--- src/design/udpc_pkg.sv ---
// Package for the UDP datagram checker: constants, error codes, beat and
// result structs, and the ones' complement add helper.
// No dependencies.
package udpc_pkg;

  // Longest datagram counted; longer streams are flagged oversize
  localparam int unsigned MAX_PACKET_BYTES = 65535;
  localparam int unsigned HDR_BYTES        = 8;
  localparam logic [15:0] UDP_PROTOCOL     = 16'd17;
  localparam logic [15:0] SUM_ALL_ONES     = 16'hffff;

  // Byte count, one bit wider than the limit so it can saturate above it
  typedef logic [16:0] count_t;

  typedef enum logic [2:0] {
    ERR_NONE     = 3'd0,
    ERR_RUNT     = 3'd1,
    ERR_SRC_PORT = 3'd2,
    ERR_DST_PORT = 3'd3,
    ERR_LENGTH   = 3'd4,
    ERR_CHECKSUM = 3'd5,
    ERR_OVERSIZE = 3'd6
  } err_t;

  // One registered input beat
  typedef struct packed {
    logic [7:0]  data_byte;
    logic        last_byte;
    logic        first_byte;
    logic [31:0] ip_source;
    logic [31:0] ip_destination;
  } beat_t;

  // Datagram state captured on its last byte
  typedef struct packed {
    count_t      byte_count;
    logic [15:0] src_port;
    logic [15:0] dst_port;
    logic [15:0] length_field;
    logic [15:0] checksum_field;
    logic [15:0] sum;
    logic [7:0]  pending_high_byte;
  } snap_t;

  typedef struct packed {
    logic        accepted;
    err_t        error_code;
    logic [15:0] port_source;
    logic [15:0] port_destination;
    logic [15:0] payload_bytes;
  } result_t;

  // 16-bit end-around-carry add; the result stays congruent mod 0xffff
  function automatic logic [15:0] ones_add(input logic [15:0] a, input logic [15:0] b);
    logic [16:0] s;
    s = {1'b0, a} + {1'b0, b};
    return s[15:0] + {15'd0, s[16]};
  endfunction

endpackage

--- src/design/udpc_accum.sv ---
// Per-byte datagram state: header capture, byte count and running ones'
// complement sum. Depends on udpc_pkg.
module udpc_accum (
  input  logic             clk,
  input  logic             rst,
  input  logic             step,
  input  udpc_pkg::beat_t  beat,
  output udpc_pkg::snap_t  snap,
  output udpc_pkg::count_t byte_count
);

  udpc_pkg::count_t byte_index, byte_index_next;
  logic [15:0] src_port, src_port_next;
  logic [15:0] dst_port, dst_port_next;
  logic [15:0] len_field, len_field_next;
  logic [15:0] ck_field, ck_field_next;
  logic [15:0] sum, sum_next;
  logic [7:0]  pending, pending_next;

  logic             start;
  udpc_pkg::count_t idx;
  logic             in_header;
  logic             do_sum;
  logic [15:0]      base_src, base_dst, base_len, base_ck, base_sum;
  logic [15:0]      pseudo_sum;

  // Pseudo header: both addresses and the protocol number
  assign pseudo_sum = udpc_pkg::ones_add(
      udpc_pkg::ones_add(udpc_pkg::ones_add(beat.ip_source[31:16], beat.ip_source[15:0]),
                         udpc_pkg::ones_add(beat.ip_destination[31:16],
                                            beat.ip_destination[15:0])),
      udpc_pkg::UDP_PROTOCOL);

  // A first mark, or any byte while idle, opens a new datagram
  always_comb begin
    start     = beat.first_byte || (byte_index == '0);
    idx       = start ? '0 : byte_index;
    base_src  = start ? '0 : src_port;
    base_dst  = start ? '0 : dst_port;
    base_len  = start ? '0 : len_field;
    base_ck   = start ? '0 : ck_field;
    base_sum  = start ? pseudo_sum : sum;
    in_header = idx < 17'(udpc_pkg::HDR_BYTES);

    src_port_next = base_src;
    dst_port_next = base_dst;
    len_field_next = base_len;
    ck_field_next = base_ck;
    if (in_header) begin
      case (idx[2:0])
        3'd0: src_port_next = {beat.data_byte, 8'd0};
        3'd1: src_port_next = base_src | {8'd0, beat.data_byte};
        3'd2: dst_port_next = {beat.data_byte, 8'd0};
        3'd3: dst_port_next = base_dst | {8'd0, beat.data_byte};
        3'd4: len_field_next = {beat.data_byte, 8'd0};
        3'd5: len_field_next = base_len | {8'd0, beat.data_byte};
        3'd6: ck_field_next = {beat.data_byte, 8'd0};
        default: ck_field_next = base_ck | {8'd0, beat.data_byte};
      endcase
    end

    // Sum header bytes and bytes inside the length field, below the limit, paired high then low
    do_sum = (idx < 17'(udpc_pkg::MAX_PACKET_BYTES)) &&
             (in_header || (idx < {1'b0, base_len}));
    pending_next = pending;
    sum_next     = base_sum;
    if (do_sum) begin
      if (!idx[0]) begin
        pending_next = beat.data_byte;
      end else begin
        sum_next = udpc_pkg::ones_add(base_sum, {pending, beat.data_byte});
      end
    end

    // Count saturates one above the limit
    byte_index_next = (idx <= 17'(udpc_pkg::MAX_PACKET_BYTES)) ? idx + 17'd1 : idx;

    snap.byte_count        = byte_index_next;
    snap.src_port          = src_port_next;
    snap.dst_port          = dst_port_next;
    snap.length_field      = len_field_next;
    snap.checksum_field    = ck_field_next;
    snap.sum               = sum_next;
    snap.pending_high_byte = pending_next;
  end

  // Count returns to zero after the last byte
  always_ff @(posedge clk) begin
    if (rst) begin
      byte_index <= '0;
    end else if (step) begin
      byte_index <= beat.last_byte ? '0 : byte_index_next;
    end
  end

  // Header fields and sum
  always_ff @(posedge clk) begin
    if (step) begin
      src_port  <= src_port_next;
      dst_port  <= dst_port_next;
      len_field <= len_field_next;
      ck_field  <= ck_field_next;
      sum       <= sum_next;
      pending   <= pending_next;
    end
  end

  assign byte_count = byte_index;

endmodule

--- config.mk ---
export PLATFORM = sky130hd
export DESIGN_NAME = udpc_accum
export DESIGN_NICKNAME = d
export VERILOG_FILES = /design/src/design/udpc_pkg.sv /design/src/design/udpc_accum.sv
export SDC_FILE = /design/constraint.sdc
export NUM_CORES = 1
export LEC_CHECK = 0
export ABC_AREA = 1
export CAP_MARGIN = 0
export CELL_PAD_IN_SITES_DETAIL_PLACEMENT = 1
export CELL_PAD_IN_SITES_GLOBAL_PLACEMENT = 2
export CORE_UTILIZATION = 39
export DETAILED_ROUTE_END_ITERATION = 10
export DONT_BUFFER_PORTS = 1
export PLACE_DENSITY_LB_ADDON = 0.1
export SYNTH_ARGS = -nofsm -noshare
export SYNTH_HDL_FRONTEND = slang
export SYNTH_SLANG_ARGS = --single-unit
--- constraint.sdc ---
create_clock -name clk -period 17.3 [get_ports clk]
set_clock_uncertainty 0.1 [all_clocks]
set_input_delay 0.865 -clock clk [delete_from_list [all_inputs] [get_ports clk]]
set_output_delay 0.865 -clock clk [all_outputs]
set_load 0.02 [all_outputs]
==> flow_summary.toml <==
[setup_path]
path_class = "input port to output port"
critical_path.max_fanout = 6
timing.critical_path.arrival_ps = 13320
crit_top_cell = "sky130_fd_sc_hd__nand2_1"
setup.worst_path.start_class = "input port"
critical-path-slowest-cell = "sky130_fd_sc_hd__o21ai_0"
max_stage_delay_ps = 670
worstPathRequired_ps = 16330
worst_setup_path_end_kind = "output port"

[sta]
min_period_over_period_pct = 82.6
rsz0062_at_grt = "no"
fin_worst_hold_slack_ps = 459
layout_min_cycle_time_ps = 14280
setup_tns_ps = 0
finalMaxSlewViolations = 0
worst_slew_pin_slew_ps = 1150
slew_headroom_pct = 22.3
final-setup-viol-count = 0
max_freq_mhz = 70.0
hold_violations = 0

[drt]
wl_um = 35100
drt_iter0_drc = 521
drc = 0
dr_total_vias = 10300
antenna_left = 0
detailedRoute.firstPassIterationCount = 4
wl_per_cell_um = 17.7
post_drt_via_cell_ratio = 5.19

[synth]
synthDominantCellAreaShare_pct = 23.8
synthXorXnorAreaFrac_pct = 7.35
postSynth.asyncResetShare_pct = 0
synth.yosys.seq_area_share_pct = 26.9
largest_family_of_logic_cells_by_synthesized_area = "simple AND/OR/NAND/NOR gates"
synth_mux_area_share_pct = 0
syn-instance-count = 1613
post_synth_main_area_contributors = "sky130_fd_sc_hd__edfxtp_1 24%, sky130_fd_sc_hd__nand2_1 14%, sky130_fd_sc_hd__ha_1 11%"
synth_area_in_compound_gates_pct = 12.5
yosys_warnings = 0
postSynthNetCount = 1791
synth_area_leader_cell = "sky130_fd_sc_hd__edfxtp_1"
simple_gate_fraction_of_synth_area_pct = 30.6
synth_fa_ha_area_share_pct = 11.7
synth_edf_count = 88
yosys_register_bits = 105
postSynthAreaPerCell_um2 = 6.87
synthFlopType = "sky130_fd_sc_hd__edfxtp_1"
synth.distinct_cells = 51
syn_area_um2 = 11100

[layout]
num-nets-final = 1780
insertedDiodeCount = 0
area.growth.synth_to_final_pct = 6.01
final_cell_area_um2 = 11700
utilization_pct = 42.2
layout-drive-gt1-share_pct = 6.23

[grt]
groute.usage.overall_pct = 24.3
first_global_vias = 10300
grt_antenna_before_repair = 0
grt_start_max_net_pins = 90
globalRouteOverflowTotal = 0
grt_first_pass_wirelength_um = 55200

[placement]
hpwlAfterDp_um = 29000
buffer_ports.inserted = 0
placer_s_final_routability_congestion_estimate = 0.834
place_area_um2 = 11400

[die]
die-width_um = 171
coreArea_um2 = 27900
ioPinCount = 199
floorplan.initialDensity_pct = 39.8
die_y_um = 171
placementRows = 61
design.die.area_um2 = 29100

[power_and_ir_drop]
report.power.total_mw = 1.85
power.leakage_nw = 5.59
power.density_nw_per_um2 = 157
irDropWorstVdd_uv = 77.9

[clock_network]
clock_tree.buffer_depth = 2
cts_sinks = 105
clkSlewWorstSetupHoldPaths_ps = 90
cts_root_buffer = "sky130_fd_sc_hd__clkbuf_16"
clkLatencyLatePin_ps = 370
cts_tree = "yes"
tritoncts.num_buffers = 9
clock_tree.htree_level_count = 3
cts_post_setup_buffers_inserted = 0
cts-hold-fix-buffers = 0
cts_resized = 0

[flow_run]
max_cap_violations = 0

[min_path]
min-delay-path-class = "input port to register"

[run_status]
status = "completed"
==> critical path, delay by kind of cell <==
family / cells / cell delay [ps]
and+or+nand+nor: 43 / 6260
buffers and inverters: 6 / 380
xor gates and xnor gates: 2 / 340
AOI/OAI and AO/OA: 13 / 2720
adders and majority gates: 11 / 2760
==> cell type report <==
| cell class | count | area (um2) |
|---|---|---|
| Multi-Input combinational cell | 1196 | 6880 |
| Sequential cell | 105 | 2980 |
| Inverter | 288 | 1080 |
| Clock inverter | 6 | 86.3 |
| Tap cell | 378 | 473 |
| Timing Repair Buffer | 2 | 15.0 |
| Fill cell | 3635 | 16100 |
| Clock buffer | 9 | 225 |
==> final timing paths <==
path                           endpoint  cells after the start                        start  slack (ps)
max                            snap[17]                     75                      beat[0]        3020
min          byte_count[4]$_SDFFE_PP0P_                      1                          rst         460
max reg2reg            sum[9]$_DFFE_PP_                     26  byte_count[12]$_SDFFE_PP0P_       10260
min reg2reg  byte_count[9]$_SDFFE_PP0P_                      2   byte_count[9]$_SDFFE_PP0P_         490
==> kinds of logic (layout without fill, tap and decap cells) <==
group / after synthesis / in the layout
and+or+nand+nor: 753 / 753
buffers and inverters: 312 / 305
AOI/OAI and AO/OA: 249 / 249
DFF: 105 / 105
adders and majority gates: 101 / 101
xor gates and xnor gates: 93 / 93
==> Yosys cell counts (2+ instances only) <==
cell type and instances:
sky130_fd_sc_hd__buf_4 3, sky130_fd_sc_hd__nand2_2 25, sky130_fd_sc_hd__o21ai_2 5, sky130_fd_sc_hd__edfxtp_1 88, sky130_fd_sc_hd__buf_6 4, sky130_fd_sc_hd__buf_2 2
sky130_fd_sc_hd__nand3_2 7, sky130_fd_sc_hd__o21ai_1 4, sky130_fd_sc_hd__o22ai_1 40, sky130_fd_sc_hd__nand3_1 95, sky130_fd_sc_hd__nand2_1 403, sky130_fd_sc_hd__nor3_1 18
sky130_fd_sc_hd__nand4_1 39, sky130_fd_sc_hd__nand3b_1 3, sky130_fd_sc_hd__inv_2 9, sky130_fd_sc_hd__o21bai_1 5, sky130_fd_sc_hd__dfxtp_1 17, sky130_fd_sc_hd__nor2_1 110
sky130_fd_sc_hd__a31oi_1 5, sky130_fd_sc_hd__fa_1 4, sky130_fd_sc_hd__a211oi_1 3, sky130_fd_sc_hd__nor4_1 12, sky130_fd_sc_hd__ha_1 97, sky130_fd_sc_hd__buf_1 2
sky130_fd_sc_hd__xor2_1 61, sky130_fd_sc_hd__clkbuf_1 13, sky130_fd_sc_hd__inv_1 278, sky130_fd_sc_hd__and2_1 6, sky130_fd_sc_hd__o211ai_1 2, sky130_fd_sc_hd__o21ai_0 76
sky130_fd_sc_hd__a21oi_1 96, sky130_fd_sc_hd__o31ai_1 3, sky130_fd_sc_hd__or2_2 8, sky130_fd_sc_hd__nor2_4 7, sky130_fd_sc_hd__xnor2_1 32, sky130_fd_sc_hd__nor3_2 2
sky130_fd_sc_hd__nand2_4 3, sky130_fd_sc_hd__nor2_2 13
==> cell usage in the layout (no fill, tap or decap), drive strengths merged, types with 40 or more instances in the layout <==
master and n:
nor2 130, o21ai 85, xor2 61, edfxtp 88, a21oi 97, o22ai 40
inv 290, ha 97, nand2 431, nand3 103
==> per-layer routing <==
layer  track usage (%)  vias to the layer above  part of all wire (%)
met4              4.07                        0                   1.1
met1              32.3                     4810                    47
met2              39.9                      183                    46
met3              6.32                       25                   5.9
met5                 0                        -                     0
li1                  -                     5273                     -
==> registers in the layout, summed over array words and instances, names as in the netlist <==
signal and cells:
byte_count 17, sum 16, dst_port 16, len_field 16
src_port 16, pending 8, ck_field 16
==> metrics by stage <==
step / worst slack (ps) / std cells
4_1_cts: 2970 / 1984
5_1_grt: 1670 / 1984
3_3_place_gp: 3750 / 1969
2_1_floorplan: 5300 / 1613
3_5_place_dp: 3080 / 1969
6_report: 3020 / 1984
==> power by group <==
group	switching, mW	internal (mW)
logic	0.908	0.395
registers	0.00850	0.314
clock network	0.106	0.116
Power figures use the tool's default switching activity.
